`config.mk`:
```
export PLATFORM = sky130hd
export DESIGN_NAME = ktaf_div
export DESIGN_NICKNAME = d
export VERILOG_FILES = /design/src/design/kalman_tilt_angle_fusion_assert.svh /design/src/design/ktaf_pkg.sv /design/src/design/ktaf_div.sv
export SDC_FILE = /design/constraint.sdc
export NUM_CORES = 1
export LEC_CHECK = 0
export ABC_AREA = 1
export CAP_MARGIN = 20
export CORE_ASPECT_RATIO = 0.9
export CORE_MARGIN = 2
export CORE_UTILIZATION = 38
export DETAILED_ROUTE_END_ITERATION = 10
export DONT_BUFFER_PORTS = 1
export SLEW_MARGIN = 20
export SYNTH_ARGS = -nofsm -noshare
export SYNTH_HDL_FRONTEND = slang
export SYNTH_SLANG_ARGS = --single-unit
```
`constraint.sdc`:
```
create_clock -name clk -period 6.41 [get_ports clk]
set_clock_uncertainty 0.05 [all_clocks]
set_input_delay 1.282 -clock clk [delete_from_list [all_inputs] [get_ports clk]]
set_output_delay 1.282 -clock clk [all_outputs]
set_load 0.05 [all_outputs]
```
`src/design/kalman_tilt_angle_fusion_assert.svh`:
```
// ---------------------------------------------------------------------------
// Assertion macros for the tilt angle Kalman filter
// Implication checks sampled on clk, held off during reset.
// ---------------------------------------------------------------------------
`ifndef KALMAN_TILT_ANGLE_FUSION_ASSERT_SVH
`define KALMAN_TILT_ANGLE_FUSION_ASSERT_SVH

// antecedent |-> consequent, same cycle
`define KTAF_ASSERT_IMP(label, clk, rst_n, ante, cons) \
	label: assert property (@(posedge clk) disable iff (!rst_n) (ante) |-> (cons)) \
		else $error("assertion failed");

// antecedent |=> consequent, next cycle
`define KTAF_ASSERT_NEXT(label, clk, rst_n, ante, cons) \
	label: assert property (@(posedge clk) disable iff (!rst_n) (ante) |=> (cons)) \
		else $error("assertion failed");

`endif

```
`src/design/ktaf_pkg.sv`:
```
// ---------------------------------------------------------------------------
// ktaf_pkg
// Constants and types shared by the tilt angle Kalman filter.
// ---------------------------------------------------------------------------
package ktaf_pkg;

	localparam int FRAC_COV = 24;
	localparam logic signed [31:0] Q_ONE = 32'sd16777216;

	localparam logic [31:0] RST_Q_ANGLE = 32'd16777;
	localparam logic [31:0] RST_Q_BIAS  = 32'd83886;
	localparam logic [31:0] RST_R_MEAS  = 32'd8388608;
	localparam logic [31:0] RST_PERIOD  = 32'd1678;

	localparam logic [1:0] REG_Q_ANGLE = 2'd0;
	localparam logic [1:0] REG_Q_BIAS  = 2'd1;
	localparam logic [1:0] REG_R_MEAS  = 2'd2;
	localparam logic [1:0] REG_PERIOD  = 2'd3;

	// divider request/response
	typedef struct packed {
		logic               start;
		logic signed [31:0] num;
		logic signed [33:0] den;
	} div_req_t;

	typedef struct packed {
		logic               busy;
		logic               done;
		logic signed [31:0] quot;
	} div_rsp_t;

	function automatic logic signed [31:0] sat32(input logic signed [65:0] x);
		if (x > 66'sd2147483647) return 32'sh7fffffff;
		if (x < -66'sd2147483648) return 32'sh80000000;
		return x[31:0];
	endfunction

endpackage

```
`src/design/ktaf_div.sv`:
```
// ---------------------------------------------------------------------------
// ktaf_div
// Restoring divider: sat32(num * 2^24 / den), truncated toward zero, den > 0.
// ---------------------------------------------------------------------------
module ktaf_div (
	input  logic                clk,
	input  logic                arst_n,
	input  ktaf_pkg::div_req_t  req,
	output ktaf_pkg::div_rsp_t  rsp
);
	localparam int NBITS = 57;

	logic [5:0]  cnt_q;
	logic        busy_q, done_q, neg_q;
	logic [56:0] dvd_q;   // |num| << 24, shifted out msb first
	logic [56:0] quo_q;
	logic [33:0] rem_q;
	logic [33:0] den_q;
	logic [34:0] trial;
	logic signed [58:0] sq;

	assign trial = {rem_q, dvd_q[56]} - {1'b0, den_q};

	always_ff @(posedge clk or negedge arst_n) begin
		if (!arst_n) begin
			busy_q <= 1'b0;
			done_q <= 1'b0;
			cnt_q  <= '0;
		end else begin
			done_q <= 1'b0;
			if (req.start) begin
				busy_q <= 1'b1;
				cnt_q  <= 6'(NBITS);
			end else if (busy_q) begin
				cnt_q <= cnt_q - 6'd1;
				if (cnt_q == 6'd1) begin
					busy_q <= 1'b0;
					done_q <= 1'b1;
				end
			end
		end
	end

	always_ff @(posedge clk) begin
		if (req.start) begin
			neg_q <= req.num[31];
			dvd_q <= {(req.num[31] ? -33'(req.num) : 33'(req.num)), 24'd0};
			den_q <= req.den[33:0];
			rem_q <= '0;
			quo_q <= '0;
		end else if (busy_q) begin
			dvd_q <= {dvd_q[55:0], 1'b0};
			if (!trial[34]) begin
				rem_q <= trial[33:0];
				quo_q <= {quo_q[55:0], 1'b1};
			end else begin
				rem_q <= {rem_q[32:0], dvd_q[56]};
				quo_q <= {quo_q[55:0], 1'b0};
			end
		end
	end

	assign sq = neg_q ? -59'(quo_q) : 59'(quo_q);
	assign rsp.busy = busy_q;
	assign rsp.done = done_q;
	assign rsp.quot = ktaf_pkg::sat32(66'(sq));
endmodule

```
==> out/results.ini, run 1 <==
[logic_synthesis]
synth_compound_area_share_pct = 12.8
synth_area_mm2 = 0.0119
synth.most_common_cell = nand2_1
synth-edff-count = 68
async_flop_share_pct = 4.79
synthSimpleGateAreaFrac_pct = 35.4
yosysSeqAreaShare_pct = 34.1
yosysTopAreaCell = nand2_1
synth_xor_area_share_pct = 4.49
yosys_register_bits = 167
synth-adder-area-share_pct = 4.16
synth_warnings = 0
synth_top_area_share_pct = 18.1
synth_top_family_by_area = simple AND/OR/NAND/NOR gates
synth_commonest_cells = nand2_1 (573), nor2_1 (227), inv_1 (199)
syn_avg_cell_area_um2 = 6.61
synth_nets = 1909
postSynthCellCount = 1801
synthTopCellsByArea = nand2_1 (18%), edfxtp_1 (17%), dfxtp_1 (15%), nor2_1 (7.2%), inv_1 (6.3%)
synthFlopType = dfxtp_1
muxShareOfSynthArea_pct = 0
yosysUniqueCellTypes = 48

[clock_network]
cts_root_buf = clkbuf_16
numClockSinks = 167
postCtsSetupRepairBufs = 0
cts.htree.levels = 4
cts_buffers = 17
clk_pin_slew_ns = 0.07
cts_buffer_depth = 2
insertion_delay_ns = 0.44
postCtsHoldBufs = 0
cts_tree = done
ctsResizeCount = 0

[timing]
min_period_ns = 5.03
finalSetupTns_ns = 0
rsz0062_at_grt = false
drv_slew = 0
max-slew-margin-rel_pct = 37.8
hold_viol_final = 0
worst_slew_pin_slew_ns = 0.930
fmax_ghz = 0.199
finalSetupViolCount = 0
fin_crit_sh_pct = 78.5

[power_and_ir_drop]
p_total_w = 0.00474
p_leak_nw = 5.93
power_per_cell_area_mw_per_mm2 = 370
ir_drop_mv = 0.186

[critical_path]
critPathLaunchType = flip-flop
cp_max_fo = 31
worstSetupPathType = flip-flop to primary output
endpoint_kind = primary output
ff2ff_path_depth = 13
cp.arrival_ns = 3.70
crit_required_ns = 5.08

[grt]
grt.overflow.total = 0
antenna_found_initial = 4
grt_pass1_vias = 10600
grt_max_degree = 92
grt_pass1_wl_um = 57400
track_usage_pct = 22.5

[detailed_routing]
routed_wl_um = 36300
drc_errors = 0
route.vias.total = 11600
wl_per_cell_um = 16.5
vias_per_cell = 5.27
drt-initial-drc-count = 968
postRouteAntennaNets = 0
firstDrtPassIters = 6

[final_layout]
multi_input_area_mm2 = 0.00677
register_area_mm2 = 0.00406
fin_cells = 2199
drive_gt1_share_pct = 4.70
fillers = 3309
nets = 1884
synthToLayoutAreaGrowth_pct = 7.42

[place]
hpwl_um = 27900
io_buffer_count = 0
gp_congestion = 0.956
dp_cells = 2165

[worst_hold_path]
hold_path_depth = 2
min_path_type = flip-flop to flip-flop

[floorplan]
pin_count = 103
dieArea_mm2 = 0.0328
rows = 61
chipHeight_um = 172
initial_core_util_pct = 38.6
die_width_um = 191
core_mm2 = 0.0308

[job]
drv_cap = 0

[outcome]
status = complete, no violations

==> per-stage QoR <==
stage / hold WS [ns] / utilization [%] / setup WS, ns / cell area [um^2]
floorplan: 0.394 / - / 2.54 / 11900
global placement: 0.410 / 39.5 / 1.89 / 12200
detailed placement: 0.415 / 39.5 / 1.88 / 12200
CTS: 0.426 / 41.4 / 1.41 / 12800
global route: 0.440 / 41.5 / 1.04 / 12800
finish: 0.423 / 41.5 / 1.38 / 12800
==> power breakdown <==
group          internal (W)  leakage (nW)  switching [W]  total (W)
logic              0.000688          4.13        0.00168    0.00237
registers           0.00126          1.53      0.0000812    0.00134
clock network      0.000562         0.273       0.000469    0.00103
==> state kept, by name, summed over array words and instances (netlist names) <==
register,cells
busy_q,1
cnt_q,6
den_q,34
done_q,1
dvd_q,33
neg_q,1
quo_q,57
rem_q,34
==> placed cells by master, fill, tap and decap left out, types with 3 or more instances in the layout <==
cell type / Yosys / final
dfrtp_1: 8 / 8
o22ai_1: 61 / 61
nand3_2: 5 / 5
nand2_2: 8 / 8
edfxtp_1: 68 / 68
a31oi_1: 6 / 6
nand4_1: 26 / 26
xor2_1: 36 / 36
nor2_4: 4 / 4
nor2_1: 227 / 226
a22o_1: 4 / 4
ha_1: 38 / 38
clkinvlp_4: 0 / 3
o211ai_1: 13 / 13
a21o_1: 3 / 3
nor2_2: 8 / 9
nor4_1: 3 / 3
inv_2: 5 / 6
xnor2_1: 25 / 25
nand2_1: 573 / 573
o31ai_1: 4 / 4
or2_2: 5 / 5
o21ai_0: 101 / 101
inv_6: 0 / 3
o21a_1: 3 / 3
nor3_1: 22 / 22
buf_4: 3 / 9
clkbuf_16: 0 / 17
a21oi_1: 56 / 56
o21bai_1: 6 / 6
dfxtp_1: 91 / 91
a21boi_0: 4 / 4
inv_1: 199 / 198
nand3_4: 3 / 3
nand3_1: 119 / 119
==> worst max-delay path, cell delays in order (launching register included) <==
cell,delay [ns]
dfxtp_1,0.33
inv_1,0.18
ha_1,0.28
nand2_1,0.07
nor2_1,0.19
nand3_2,0.15
nor2_4,0.20
nand2_2,0.11
nand2_4,0.14
nand2_1,0.07
nand2_1,0.08
nand3_1,0.09
nor2_1,0.13
nand2_1,0.07
nor2_1,0.13
nand2_1,0.13
nand2_2,0.39
nand2_1,0.13
nand2_1,0.39
==> layout make-up <==
cell class | instances | area share (%)
Sequential cell | 167 | 31.8
Tap cell | 409 | 4.00
Inverter | 206 | 6.06
Antenna cell | 1 | 0.0196
Clock buffer | 20 | 3.57
Multi-Input combinational cell | 1374 | 52.9
Clock inverter | 12 | 0.910
Timing Repair Buffer | 10 | 0.744
==> metal layers <==
metal / vias up / GRT usage (%) / part of all wire, %
met5: - / 0 / 0.10
met4: 6 / 5.53 / 1.6
met3: 41 / 4.99 / 7.4
met2: 367 / 31.7 / 39
met1: 5337 / 34.2 / 52
li1: 5827 / - / -
==> final timing paths <==
check	slack [ns]	to	startpoint
max	1.38	rsp[28]	quo_q[0]
min	0.42	rem_q[24]	rem_q[24]
max reg2reg	2.78	rem_q[18]	den_q[21]
min reg2reg	0.42	rem_q[24]	rem_q[24]
max in group asynchronous	5.75	cnt_q[3]	arst_n
min in group asynchronous	0.49	cnt_q[1]	arst_n
==> cells by family after synthesis <==
logic type,count (synthesis)
XOR/XNOR,61
AO/OA/AOI/OAI,265
adder cells (fa/ha/maj),39
AND/OR/NAND/NOR,1009
buffers and inverters,260
flip-flops,167
No activity file was read; power rests on OpenSTA's default activity.
==> run 2, diff against run 1 <==
- clock period: 6.41 -> 4.2 ns (I/O delays scaled with it)
==> out/results.ini, run 2 (synthesized netlist as in run 1, its figures left out) <==
[grt]
grt_pass1_wl_um = 57200
grt_max_degree = 78
grt.overflow.total = 0
track_usage_pct = 22.2
grt_util_met2_pct = 31.6
gr-usage-met3_pct = 4.51
antenna_found_initial = 3
top_usage_layer = met1
met1_usage_pct = 33.8
grt_pass1_vias = 10600

[worst_hold_path]
min_path_type = primary input to async pin

[final_layout]
nets = 1931
final_common_cell = nand2_1
synthToLayoutAreaGrowth_pct = 13.5
largest_register_ffs = 57
regMostFlops = quo_q
fin_cells = 2247
reg_top3 = quo_q: 57 flops, den_q: 34 flops, rem_q: 34 flops
layout_common_cells = nand2_1 (556), nor2_1 (203), inv_1 (196)
drive_gt1_share_pct = 9.91

[timing]
min_period_ns = 4.09
drv_slew = 0
rsz0062_at_grt = true
max-slew-margin-rel_pct = 42.9
worst_slew_pin_slew_ns = 0.855
fmax_ghz = 0.244
fin_crit_sh_pct = 97.5
hold_viol_final = 0
worst_slack_ns = 0.105
finalSetupViolCount = 0

[place]
gp_congestion = 0.938
hpwl_um = 27300
dp_slack_ns = 0.236
dp_cells = 2201
io_buffer_count = 0

[critical_path]
r2r-end = rem_q[18]
cp.arrival_ns = 3.20
r2r_slack_ns = 0.96
critPathLaunchType = flip-flop
crit_required_ns = 3.31
ff2ff_path_depth = 13
endpoint_kind = primary output
cp_max_fo = 8
reg2reg_from = den_q[19]
worstSetupPathType = flip-flop to primary output

[clock_network]
insertion_delay_ns = 0.44
cts_buffer_depth = 2
cts_tree = done
clk_pin_slew_ns = 0.07
cts.htree.levels = 4
cts_buffers = 17
cts_root_buf = clkbuf_16
numClockSinks = 167

[detailed_routing]
firstDrtPassIters = 8
drt-initial-drc-count = 1038
vias_per_cell = 5.20
postRouteAntennaNets = 0
wl_per_cell_um = 16.1
route.vias.total = 11700
drc_errors = 0
routed_wl_um = 36300

[power_and_ir_drop]
p_leak_nw = 6.28
ir_drop_mv = 0.370
p_total_w = 0.00768
power_per_cell_area_mw_per_mm2 = 569

[floorplan]
rows = 61
chipHeight_um = 172
pin_count = 103
core_mm2 = 0.0308
die_width_um = 191
initial_core_util_pct = 38.6
dieArea_mm2 = 0.0328

[job]
drv_cap = 0

[outcome]
status = complete, no violations

## run 2: how the worst max path moves through the flow
stage | from | end | slack (ns)
floorplan | quo_q[0] | rsp[10] | 0.77
global placement | quo_q[0] | rsp[0] | 0.31
detailed placement | quo_q[0] | rsp[30] | 0.24
CTS | quo_q[0] | rsp[30] | 0.003
global route | quo_q[12] | rsp[1] | -0.05
finish | quo_q[0] | rsp[19] | 0.11
## run 2: metrics by stage
stage	hold WS [ns]	utilization (%)	TNS [ns]	instance area (um^2)
detailed placement	0.414	40.5	0	12500
CTS	0.0157	42.7	0	13200
global placement	0.413	40.5	0	12500
floorplan	0.394	-	0	11900
finish	0.0370	43.8	0	13500
global route	0.0124	43.8	-0.377	13500
## run 2: area by class of cell
class / instances / area, um^2
Inverter: 206 / 774
Timing Repair Buffer: 52 / 453
Tap cell: 409 / 512
Clock inverter: 13 / 136
Fill cell: 3279 / 17300
Multi-Input combinational cell: 1379 / 7090
Sequential cell: 167 / 4060
Antenna cell: 2 / 5.00
Clock buffer: 19 / 475
## run 2: worst max-delay path, cell delays in order (launching register included)
cell and delay, ns:
dfxtp_1 0.33, inv_2 0.14, ha_4 0.18, nand2_2 0.11, nor2_4 0.22, buf_6 0.14, o21ai_0 0.07, nand2_1 0.14
nand3_1 0.10, nor2_1 0.13, nand3_1 0.12, nor2_1 0.11, nand4_1 0.24, nand3_4 0.25, nand3_4 0.19, nand2_1 0.14
buf_6 0.16
## run 2: repair_timing
item / CTS / global route
setup endpoints to repair: 31 / 31
gates cloned: 2 / 3
hold buffers: 0 / 0
pin swaps: 1 / 16
setup buffers: 0 / 7
resized for setup: 8 / 74
endpoints found under the hold margin: 0 / 0
## run 2: power by group
group | total (W) | leakage (nW) | internal (W) | switching, W
Clock | 0.00163 | 0.290 | 0.000904 | 0.000727
Sequential | 0.00204 | 1.53 | 0.00192 | 0.000126
Combinational | 0.00401 | 4.46 | 0.00133 | 0.00268
## run 2: routing by layer
metal | share of wire [%] | vias to the layer above
li1 | - | 5927
met1 | 51 | 5323
met2 | 39 | 400
met3 | 7.7 | 41
met4 | 1.6 | 2
met5 | 0.036 | -
==> run 3, diff against run 2 <==
- ABC_CLOCK_PERIOD_IN_PS: unset -> 4200
- BUFFER_PORTS_ARGS: unset -> -buffer_cell sky130_fd_sc_hd__buf_2
- CORE_ASPECT_RATIO: 0.9 -> unset
- DONT_BUFFER_PORTS: 1 -> unset
==> out/results.ini, run 3 (synthesized netlist as in run 1, its figures left out) <==
[final_layout]
fin_cells = 2315
synthToLayoutAreaGrowth_pct = 17.0
register_area_mm2 = 0.00406
regMostFlops = quo_q
stdcell_area_mm2 = 0.0139
final_util_pct = 45.3
reg_top3 = quo_q: 57 flops, den_q: 34 flops, rem_q: 34 flops
nets = 2014
fillers = 3279
layout_common_cells = nand2_1 (565), nor2_1 (205), inv_1 (197)
multi_input_area_mm2 = 0.00700
final_common_cell = nand2_1
largest_register_ffs = 57
drive_gt1_share_pct = 13.0
diodes = 0

[grt]
top_usage_layer = met2
grt_max_degree = 64
track_usage_pct = 21.6
gr-usage-met3_pct = 2.92
antenna_found_initial = 0
met1_usage_pct = 30.1
grt_pass1_vias = 11000
grt.overflow.total = 0
grt_pass1_wl_um = 57100
grt_util_met2_pct = 35.1

[detailed_routing]
drc_errors = 0
postRouteAntennaNets = 0
route.vias.total = 11900
vias_per_cell = 5.15
drt-initial-drc-count = 934
firstDrtPassIters = 5
routed_wl_um = 36100
wl_per_cell_um = 15.6

[power_and_ir_drop]
p_int_w = 0.00421
power_per_cell_area_mw_per_mm2 = 559
switching_power_w = 0.00357
clkPwrFrac_pct = 20.7
ir_drop_mv = 0.296
swShare_pct = 45.9
p_comb_share_pct = 53.0
pwr-share-seq_pct = 26.3
p_total_w = 0.00778
p_leak_nw = 6.64

[critical_path]
critPathLaunchType = flip-flop
max_stage_delay_ns = 0.33
cpMaxStageDelayCell = dfxtp_1
reg2reg_from = dvd_q[56]
crit_top_cell = nand2_1
cp_cell_sequence = inv_2 > buf_4 > nand3_4 > nor2_4 > nand3_4 > nor2_4 > nand2_2 > nand2_4 > nand3_2 > nand2_2 > nand2_1 > nor2_1 > nand2_1 > nor2_1 > nand2_2 > nand2_4 > clkbuf_16 > nand2_1 > nand2_1 > buf_6
endpoint_kind = primary output
r2r-end = rem_q[24]
cp.arrival_ns = 3.19
ff2ff_path_depth = 16
r2r_slack_ns = 1.11
crit_required_ns = 3.31
worstSetupPathType = flip-flop to primary output
cp_max_fo = 15

[place]
dp_cells = 2262
place_area_mm2 = 0.0128
hpwl_um = 27800
io_buffer_count = 102
gp_congestion = 0.951

[clock_network]
postCtsHoldBufs = 0
cts_tree = done
clk_pin_slew_ns = 0.07
cts_root_buf = clkbuf_16
cts_buffer_depth = 2
cts_buffers = 17
insertion_delay_ns = 0.44
numClockSinks = 167
cts.htree.levels = 4

[floorplan]
initial_core_util_pct = 38.7
core_mm2 = 0.0307
die_width_um = 181
rows = 64
pin_count = 103
chipHeight_um = 181
dieArea_mm2 = 0.0328

[timing]
finalSetupTns_ns = 0
worst_slew_pin_slew_ns = 0.682
rsz0062_at_grt = true
hold_viol_final = 0
fmax_ghz = 0.245
max-slew-margin-rel_pct = 54.0
fin_crit_sh_pct = 97.1
min_period_ns = 4.08
drv_slew = 0
finalSetupViolCount = 0

[worst_hold_path]
min_path_type = primary input to async pin

[job]
drv_cap = 0

[outcome]
status = complete, no violations

==> run 3: changes by cell type in the layout (fill, tap and decap cells not counted), sizes merged <==
cell / change
nand2: -1
inv: +4
diode: -2
clkinvlp: -3
clkinv: +1
buf: +82
==> run 3: power by group through the flow <==
stage / sequential [W] / combinational (W) / clock [W]
2_1_floorplan: 0.00204 / 0.00287 / 0
3_3_place_gp: 0.00207 / 0.00369 / 0
3_5_place_dp: 0.00208 / 0.00370 / 0
4_1_cts: 0.00204 / 0.00379 / 0.00165
5_1_grt: 0.00207 / 0.00458 / 0.00172
6_report: 0.00204 / 0.00413 / 0.00161
==> run 3: how the worst max path moves through the flow <==
| stage | startpoint | end | slack, ns | cells after the start |
|---|---|---|---|---|
| final | quo_q[0] | rsp[16] | 0.12 | 20 |
| after global routing | quo_q[0] | rsp[1] | -0.05 | 15 |
| after CTS | quo_q[0] | rsp[29] | 0.01 | 20 |
| after detailed placement | quo_q[0] | rsp[29] | 0.33 | 20 |
| after global placement | quo_q[0] | rsp[29] | 0.41 | 20 |
| after floorplan | quo_q[0] | rsp[10] | 0.77 | 18 |
==> run 3: through the flow <==
step | hold slack (ns) | setup WS, ns
after floorplan | 0.394 | 0.768
after global placement | 0.413 | 0.408
after CTS | 0.178 | 0.00963
after global routing | 0.188 | -0.0454
final | 0.188 | 0.124
after detailed placement | 0.414 | 0.333
==> run 3: what timing repair did <==
| action | 4_1_cts | 5_1_grt |
|---|---|---|
| endpoints found under the setup margin | 31 | 31 |
| resized for setup | 33 | 74 |
| buffers inserted | 0 | 15 |
| gates cloned | 0 | 6 |
| pin swaps | 1 | 12 |
==> run 3: area by class of cell <==
type	instances	share of cell area (%)
Clock buffer	17	3.06
Multi-Input combinational cell	1378	50.2
Clock inverter	15	1.15
Inverter	206	5.56
Tap cell	396	3.56
Sequential cell	167	29.2
Timing Repair Buffer	136	7.25
==> run 3: routing by layer <==
| metal | up-vias | wire (um) |
|---|---|---|
| li1 | 6100 | - |
| met1 | 5489 | 17300 |
| met2 | 276 | 16600 |
| met3 | 46 | 1570 |
| met4 | 0 | 641 |
| met5 | - | 0 |
==> run 3: worst max-delay path: cells and delay by family (launching register included) <==
family                 cells  cell delay, ns
DFF                        1            0.33
and+or+nand+nor           16            1.83
buffers and inverters      4            0.59
